===== src/sv/svc_pkg.sv =====
// svc_pkg: shared types, codes and helpers of the stereo channel vocoder
// depends on nothing; imported by every module and interface of the block
package svc_pkg;

  localparam int SAMPLE_BITS    = 16;
  localparam int COEF_FRAC_BITS = 16;
  localparam int STATE_FRAC     = 28;
  localparam int GAIN_FRAC      = 12;
  localparam int IN_SHIFT       = STATE_FRAC + 1 - SAMPLE_BITS;
  localparam int COEF_W         = 17;
  localparam int GAIN_W         = 15;
  localparam int IDX_W          = 5;
  localparam int REG_IDX_W      = 3;
  localparam int CFG_DATA_W     = 17;

  localparam logic [31:0] LCG_INIT   = 32'd12345;
  localparam logic [31:0] LCG_MUL    = 32'd1664525;
  localparam logic [31:0] LCG_ADD    = 32'd1013904223;
  localparam logic [COEF_W-1:0] COEF_ONE = 17'h10000;
  localparam logic [15:0] OUT_FULL   = 16'd32767;

  // request codes
  localparam logic [1:0] REQ_FRAME = 2'd0;
  localparam logic [1:0] REQ_COEF  = 2'd1;
  localparam logic [1:0] REQ_CLEAR = 2'd2;
  localparam logic [1:0] REQ_RSVD  = 2'd3;

  // register indexes
  localparam logic [REG_IDX_W-1:0] REG_BAND_COUNT     = 3'd0;
  localparam logic [REG_IDX_W-1:0] REG_Q_RECIP        = 3'd1;
  localparam logic [REG_IDX_W-1:0] REG_ATTACK         = 3'd2;
  localparam logic [REG_IDX_W-1:0] REG_RELEASE        = 3'd3;
  localparam logic [REG_IDX_W-1:0] REG_MODULATOR_GAIN = 3'd4;
  localparam logic [REG_IDX_W-1:0] REG_OUT_SCALE      = 3'd5;
  localparam logic [REG_IDX_W-1:0] REG_WET_MIX        = 3'd6;
  localparam logic [REG_IDX_W-1:0] REG_NOISE_AMOUNT   = 3'd7;

  // sequencer steps, also the controller state codes
  localparam logic [4:0] ST_IDLE = 5'd0;
  localparam logic [4:0] ST_PRE1 = 5'd1;
  localparam logic [4:0] ST_PRE2 = 5'd2;
  localparam logic [4:0] ST_PRE3 = 5'd3;
  localparam logic [4:0] ST_RD   = 5'd4;
  localparam logic [4:0] ST_LD   = 5'd5;
  localparam logic [4:0] ST_M1   = 5'd6;
  localparam logic [4:0] ST_M2   = 5'd7;
  localparam logic [4:0] ST_M3   = 5'd8;
  localparam logic [4:0] ST_M4   = 5'd9;
  localparam logic [4:0] ST_C2   = 5'd10;
  localparam logic [4:0] ST_C3   = 5'd11;
  localparam logic [4:0] ST_C4   = 5'd12;
  localparam logic [4:0] ST_E    = 5'd13;
  localparam logic [4:0] ST_P    = 5'd14;
  localparam logic [4:0] ST_A    = 5'd15;
  localparam logic [4:0] ST_F1   = 5'd16;
  localparam logic [4:0] ST_F2   = 5'd17;
  localparam logic [4:0] ST_F3   = 5'd18;
  localparam logic [4:0] ST_F4   = 5'd19;
  localparam logic [4:0] ST_F5   = 5'd20;
  localparam logic [4:0] ST_F6   = 5'd21;
  localparam logic [4:0] ST_F7   = 5'd22;
  localparam logic [4:0] ST_F8   = 5'd23;

  typedef struct packed {
    logic [4:0] step;
    logic       latch;
    logic       coef_wr;
    logic       clear;
    logic       out_load;
  } svc_cmd_t;

  typedef struct packed {
    logic [1:0]        band_count_code;
    logic [COEF_W-1:0] band_q_recip;
    logic [COEF_W-1:0] attack_coeff;
    logic [COEF_W-1:0] release_coeff;
    logic [GAIN_W-1:0] modulator_gain;
    logic [GAIN_W-1:0] out_scale;
    logic [COEF_W-1:0] wet_mix;
    logic [COEF_W-1:0] noise_amount;
  } svc_cfg_t;

  typedef struct packed {
    logic [1:0]               req_type;
    logic signed [SAMPLE_BITS-1:0] carrier_left;
    logic signed [SAMPLE_BITS-1:0] carrier_right;
    logic signed [SAMPLE_BITS-1:0] modulator_left;
    logic signed [SAMPLE_BITS-1:0] modulator_right;
    logic [IDX_W-1:0]         band_index;
    logic [COEF_W-1:0]        band_coef_value;
  } svc_payload_t;

  function automatic logic signed [31:0] sat32(input logic signed [63:0] x);
    logic signed [31:0] r;
    if (x > 64'sd2147483647) r = 32'sh7fffffff;
    else if (x < -64'sd2147483648) r = 32'sh80000000;
    else r = 32'(x);
    return r;
  endfunction

endpackage


===== src/sv/svc_ctrl.sv =====
// svc_ctrl: sequencer of the vocoder, steps through preparation, bands and finish
// depends on svc_pkg
module svc_ctrl #(
  parameter int MAX_BAND_COUNT = 32
) (
  input  logic                              clk,
  input  logic                              rst_n,
  input  logic                              in_valid,
  input  logic [1:0]                        in_req,
  output logic                              in_ready,
  output logic                              out_valid,
  input  logic                              out_ready,
  input  logic [1:0]                        band_count_code,
  output svc_pkg::svc_cmd_t                 cmd,
  output logic [$clog2(MAX_BAND_COUNT)-1:0] band
);
  import svc_pkg::*;

  localparam int AW = $clog2(MAX_BAND_COUNT);

  logic [4:0] state_r, state_nxt;
  logic [AW-1:0] band_r, band_nxt, last_band;
  logic out_valid_r, out_valid_nxt;
  logic accept;
  int nb;

  assign in_ready  = (state_r == ST_IDLE);
  assign accept    = in_valid && in_ready;
  assign out_valid = out_valid_r;
  assign band      = band_r;

  always_comb begin
    nb = 8 * (int'(band_count_code) + 1);
    if (nb > MAX_BAND_COUNT) nb = MAX_BAND_COUNT;
    last_band = AW'(nb - 1);
  end

  always_comb begin
    state_nxt     = state_r;
    band_nxt      = band_r;
    cmd.step      = state_r;
    cmd.latch     = 1'b0;
    cmd.coef_wr   = 1'b0;
    cmd.clear     = 1'b0;
    cmd.out_load  = 1'b0;
    out_valid_nxt = out_valid_r && !out_ready;
    case (state_r)
      ST_IDLE: begin
        if (accept) begin
          band_nxt = '0;
          case (in_req)
            REQ_FRAME: begin
              cmd.latch = 1'b1;
              state_nxt = ST_PRE1;
            end
            REQ_COEF:  cmd.coef_wr = 1'b1;
            REQ_CLEAR: cmd.clear = 1'b1;
            default: ;
          endcase
        end
      end
      ST_PRE1: state_nxt = ST_PRE2;
      ST_PRE2: state_nxt = ST_PRE3;
      ST_PRE3: state_nxt = ST_RD;
      ST_RD:   state_nxt = ST_LD;
      ST_LD:   state_nxt = ST_M1;
      ST_M1:   state_nxt = ST_M2;
      ST_M2:   state_nxt = ST_M3;
      ST_M3:   state_nxt = ST_M4;
      ST_M4:   state_nxt = ST_C2;
      ST_C2:   state_nxt = ST_C3;
      ST_C3:   state_nxt = ST_C4;
      ST_C4:   state_nxt = ST_E;
      ST_E:    state_nxt = ST_P;
      ST_P:    state_nxt = ST_A;
      ST_A: begin
        if (band_r == last_band) begin
          state_nxt = ST_F1;
        end else begin
          band_nxt  = band_r + 1'b1;
          state_nxt = ST_RD;
        end
      end
      ST_F1: state_nxt = ST_F2;
      ST_F2: state_nxt = ST_F3;
      ST_F3: state_nxt = ST_F4;
      ST_F4: state_nxt = ST_F5;
      ST_F5: state_nxt = ST_F6;
      ST_F6: state_nxt = ST_F7;
      ST_F7: state_nxt = ST_F8;
      ST_F8: begin
        if (!out_valid_r || out_ready) begin
          cmd.out_load  = 1'b1;
          out_valid_nxt = 1'b1;
          state_nxt     = ST_IDLE;
        end
      end
      default: state_nxt = ST_IDLE;
    endcase
  end

  always_ff @(posedge clk) begin
    if (!rst_n) begin
      state_r     <= ST_IDLE;
      band_r      <= '0;
      out_valid_r <= 1'b0;
    end else begin
      state_r     <= state_nxt;
      band_r      <= band_nxt;
      out_valid_r <= out_valid_nxt;
    end
  end

`ifndef ASSERT_OFF
  a_reset_idle: assert property (@(posedge clk) !rst_n |=> (state_r == ST_IDLE && !out_valid_r))
    else $error("sequencer not idle after reset");
  a_frame_start: assert property (@(posedge clk) disable iff (!rst_n)
    (accept && in_req == REQ_FRAME) |=> (state_r == ST_PRE1))
    else $error("frame transfer did not start the sequence");
  a_band_bound: assert property (@(posedge clk) disable iff (!rst_n)
    (state_r == ST_A) |-> (band_r <= last_band))
    else $error("band counter ran past the active bands");
  a_no_overwrite: assert property (@(posedge clk) disable iff (!rst_n)
    cmd.out_load |-> (!out_valid_r || out_ready))
    else $error("result overwritten before transfer");
`endif

endmodule

===== config.mk =====
export PLATFORM = sky130hd
export DESIGN_NAME = svc_ctrl
export DESIGN_NICKNAME = d
export VERILOG_FILES = /design/src/sv/svc_pkg.sv /design/src/sv/svc_ctrl.sv
export SDC_FILE = /design/constraint.sdc
export NUM_CORES = 1
export LEC_CHECK = 0
export BUFFER_PORTS_ARGS = -buffer_cell sky130_fd_sc_hd__buf_2
export CAP_MARGIN = 20
export CORE_MARGIN = 4
export CORE_UTILIZATION = 46
export DETAILED_ROUTE_END_ITERATION = 10
export PLACE_DENSITY = 0.85
export SLEW_MARGIN = 40
export SYNTH_ARGS = -nofsm -noshare
export SYNTH_HDL_FRONTEND = slang
export SYNTH_SLANG_ARGS = --single-unit

===== constraint.sdc =====
create_clock -name clk -period 2.1 [get_ports clk]
set_input_delay 0.105 -clock clk [delete_from_list [all_inputs] [get_ports clk]]
set_output_delay 0.105 -clock clk [all_outputs]
set_load 0.03 [all_outputs]

# ---- Word level (Yosys, flattened, before mapping)
# Cells that the tools add are included.
dict set report classes {
  n_addsub 3
  n_lt_le_gt_ge 1
  eq_ne 30
  mux 18
  reduce_logical 10
}
# operator count
set op_table {}
lappend op_table {{$pmux W5 S24} 1}
lappend op_table {{$eq A5 B4 Y1 const B} 8}
lappend op_table {{$eq A5 B5 Y1 const B} 8}
lappend op_table {{$mux W5} 7}
lappend op_table {{$eq A5 B3 Y1 const B} 4}
lappend op_table {{$eq A5 B2 Y1 const B} 2}
lappend op_table {{$pmux W5 S2} 1}
lappend op_table {{$mux W1} 7}
lappend op_table {{$gt A6 B6 Y1 const B} 1}
lappend op_table {{$mux W3} 2}
lappend op_table {{$reduce_and A3 Y1} 2}
lappend op_table {{$add A5 B1 Y5 const B} 1}
lappend op_table {{$eq A5 B1 Y1 const B} 1}
lappend op_table {{$eq A5 B5 Y1} 1}
lappend op_table {{$logic_not A5 Y1} 1}
lappend op_table {{$sub A5 B2 Y5 const B} 1}
lappend op_table {{$ne A2 B1 Y1 const B} 2}
lappend op_table {{$ne A2 B2 Y1 const B} 2}
lappend op_table {{$add A2 B1 Y3 const B} 1}
lappend op_table {{$eq A2 B1 Y1 const B} 1}
lappend op_table {{$eq A2 B2 Y1 const B} 1}
lappend op_table {{$logic_and A1 B1 Y1} 2}
lappend op_table {{$logic_not A1 Y1} 2}
lappend op_table {{$logic_not A2 Y1} 1}
lappend op_table {{other kinds (2)} 2}
dict set report word_totals {
  regBits 11
  output_inout_bits 16
  elab_cells 65
}

# ---- Longest topological paths before layout
dict set report depth {
  depth_word 7
  mapped_depth 5
  mapped_depth_nobuf 5
}

# ---- Worst setup path after synthesis
# No wires, ideal clock.
dict set report synth_timing {
  kind {register to output}
  from {register state_r[4]}
  to {output port cmd[1] (netlist name)}
  arrival_ns 2.474
  path_slack_ns -0.479
  stages_incl_launch_ff 6
  n_path_buf 1
  path_cell_list {dfxtp_1 > clkbuf_1 > or4_1 > nor2_1 > nand2_1 > nor3b_1}
}
# item line
set synth_rtl {}
lappend synth_rtl {{from (decl)} svc_ctrl.sv:21} ;# logic [4:0] state_r, state_nxt;
lappend synth_rtl {{from (signal assigned)} svc_ctrl.sv:108} ;# state_r <= state_nxt;
lappend synth_rtl {{to (decl)} svc_ctrl.sv:14} ;# output svc_pkg::svc_cmd_t cmd,

==> summary.md <==
| Metric | Value |
|---|---|
| Status | `complete, no violations` |
| Clk slew on worst S/H paths | `roughly 70 ps` |
| Share of layout cells above drive strength 1 | `0.337` |
| Placer Congestion | `about 0.71` |
| Initial antenna violation count | `0` |
| Mapped Cells | `just over 70` |
| Fin cells | `113` |
| Initial Util | `0.484` |
| Total Routing Usage GR | `0.163` |
| Dpl ws | `~360 ps` |
| Sw power | `approximately 110 uW` |
| Final setup violation count | `0` |
| Vias | `615` |
| Final WS setup | `between 100 and 150 ps` |
| First-pass GRT wire length | `around 2300 um` |
| 1st-iter DRT viols | `13` |
| CTS tree | `yes` |
| Power consumption | `around 420 uW` |
| Port Buffers | `23` |
| Prevailing post-synth register cell | `dfxtp_1` |
| Die Wd | `between 40 and 50 um` |
| Inserted Clock Buffers | `3` |
| CP peak stage delay | `590 ps` |
| Ys Warns | `0` |
| Fin nets | `109` |
| Worst clock skew | `between 5 and 6 ps` |
| Drt drc | `0` |
| Row cnt | `13` |
| Seq cells post-synth | `11` |
| HP Class | `input pin to register` |
| Flop pwr share | `0.503` |
| Clock network latency to the later pin of the worst-skew pair | `280 ps` |
| Fin area | `810 sq um` |
| Die Y | `between 40 and 50 um` |
| Post-CTS Hold Fix Bufs | `0` |
| Area growth syn-to-layout | `28.6%` |
| Max Cap Viol | `0` |
| Cell area after synthesis | `between 600 and 700 sq um` |
| Routed vias/inst | `5.44` |
| Post-synthesis cell type count | `31` |
| Register area share after synthesis | `0.350` |
| Hpwl dp | `about 1100 um` |
| Routed len/inst | `about 12 um` |
| WS Path Type | `register to output pin` |
| Post-synth EDFFs | `0` |
| Slew Limit Fails | `0` |
| Clk buf depth | `2` |
| Pint | `around 310 uW` |
| Largest net degree at the start of global routing | `11` |
| Fill cell total of the finished layout | `between 100 and 150` |
| Comb power frac | `0.150` |
| Post-CTS sizing | `0` |
| Placed Area | `777 sq um` |
| 1st-pass router iterations | `4` |
| Root Buffer | `clkbuf_4` |
| Peak supply drop | `between 0.3 and 0.4 mV` |
| Antenna viol nets, final | `0` |
| Req. time, crit path | `2000 ps` |
| Lkg Pwr | `approximately 0.00034 uW` |
| Rel. slew slack | `0.700` |
| Slew at the pin closest to its max-slew limit | `438 ps` |
| Crit. End Element | `output pin` |
| Syn nets | `between 80 and 90` |
| Syn avg cell area | `8.74 sq um` |
| Highest-delay cell along the critical path | `or4_4` |
| Endpoints failing hold | `0` |
| Setup crit start kind | `register` |
| Final Critical Period | `~2000 ps` |
| Net Sw Frac | `0.269` |
| CP arrival | `between 1500 and 2000 ps` |
| Total placed cells including tap cells | `between 100 and 150` |
| # diodes | `0` |
| Pwr Density | `around 520 nW/um^2` |
| RSZ-0062 raised after global routing | `no` |
| Core area | `roughly 1300 sq um` |
| Setup TNS after final layout | `0 ps` |
| Postcts setup bufs | `0` |
| Routed Wire Length | `1400 um` |
| Async SR Flop Fraction | `0` |
| Htree depth | `1` |
| Vias in the first global route | `556` |
| Die area | `around 2000 sq um` |
| CP Max Fanout | `7` |
| Clock power share | `0.347` |
| CP cell instances | `or4_4, nor2_2, nand2_1, nor3b_2, buf_2` |
| Grt ovf | `0` |
| CTS sink cnt | `11` |
| Fin crit share | `0.932` |
| Ports | `24` |
| Max Fclk | `a little over 0.5 GHz` |
-- cells in the mapped netlist, drive strengths merged, types with 2 or more instances --
| cell | number | area (sq um) |
|---|---|---|
| a211oi | 2 | 15.0 |
| a21boi | 2 | 15.0 |
| a21oi | 5 | 25.0 |
| dfxtp | 11 | 220 |
| ha | 2 | 25.0 |
| mux2i | 4 | 40.0 |
| nand2 | 7 | 26.3 |
| nand2b | 2 | 12.5 |
| nand3 | 3 | 20.0 |
| nor2 | 2 | 7.51 |
| nor2b | 3 | 18.8 |
| nor3 | 3 | 15.0 |
| nor3b | 4 | 30.0 |
| o21a | 2 | 15.0 |
| o21ai | 3 | 15.0 |
| o31ai | 2 | 15.0 |
| or4 | 2 | 15.0 |
-- cells in the final DEF, fill, tap and decap left out, types with 3 or more instances in the layout --
cell type  count
clkbuf_4       3
nand2_1        7
buf_2         22
a21oi_1        5
mux2i_1        4
nor2b_1        3
o21ai_0        3
dfxtp_1       11
-- registers in the layout, indices dropped and copies added, names as in the netlist --
| name | cells |
|---|---|
| band | 5 |
| out_valid | 1 |
| state_r | 5 |
-- logic make-up after synthesis --
| logic type | after synthesis | synth area share |
|---|---|---|
| simple gates | 30 | 0.280 |
| fa+ha+maj | 2 | 0.0398 |
| xor+xnor | 2 | 0.0278 |
| flops | 11 | 0.350 |
| mux | 4 | 0.0636 |
| buf+inv | 2 | 0.0119 |
| compound gates | 21 | 0.227 |
-- cell type report --
cell class / instances / area [sq um] / share of cell area
Clock buffer: 4 / 26.3 / 0.0325
Tap cell: 15 / 18.8 / 0.0232
Inverter: 1 / 3.75 / 0.00464
Sequential cell: 11 / 220 / 0.272
Multi-Input combinational cell: 59 / 423 / 0.522
Timing Repair Buffer: 23 / 118 / 0.145
-- through the flow --
step / hold slack [ps] / utilization
3_5_place_dp: 410 / 0.597
3_3_place_gp: 404 / 0.597
6_report: 121 / 0.622
4_1_cts: 111 / 0.617
5_1_grt: 111 / 0.622
2_1_floorplan: 223 / -
-- layer usage --
| metal | track usage | vias to the layer above | routed length, um |
|---|---|---|---|
| met5 | 0 | - | 0 |
| met4 | 0.123 | 0 | 24 |
| met3 | 0.0478 | 3 | 65 |
| met2 | 0.240 | 15 | 681 |
| met1 | 0.197 | 272 | 625 |
| li1 | - | 325 | - |
-- worst paths after layout --
kind | start | end | slack (ps) | depth (start not counted)
setup / recovery | state_r[0] | cmd[2] | 140 | 5
hold / removal | rst_n | out_valid | 120 | 2
setup reg to reg | state_r[2] | band[4] | 370 | 4
hold reg to reg | band[3] | band[3] | 510 | 2
-- power by group through the flow --
stage / clock, uW / sequential, uW / combinational [uW]
2_1_floorplan: 0 / 221 / 38.0
3_3_place_gp: 0 / 218 / 60.0
3_5_place_dp: 0 / 218 / 61.4
4_1_cts: 154 / 213 / 62.1
5_1_grt: 170 / 213 / 69.8
6_report: 147 / 213 / 63.7
-- worst max-delay path: cells and delay by family (launching register included) --
kind / cells / cell delay [ps]
AND/OR/NAND/NOR: 4 / 990
flip-flops: 1 / 370
buffers and inverters: 1 / 210
(Power assumes the default switching activity.)
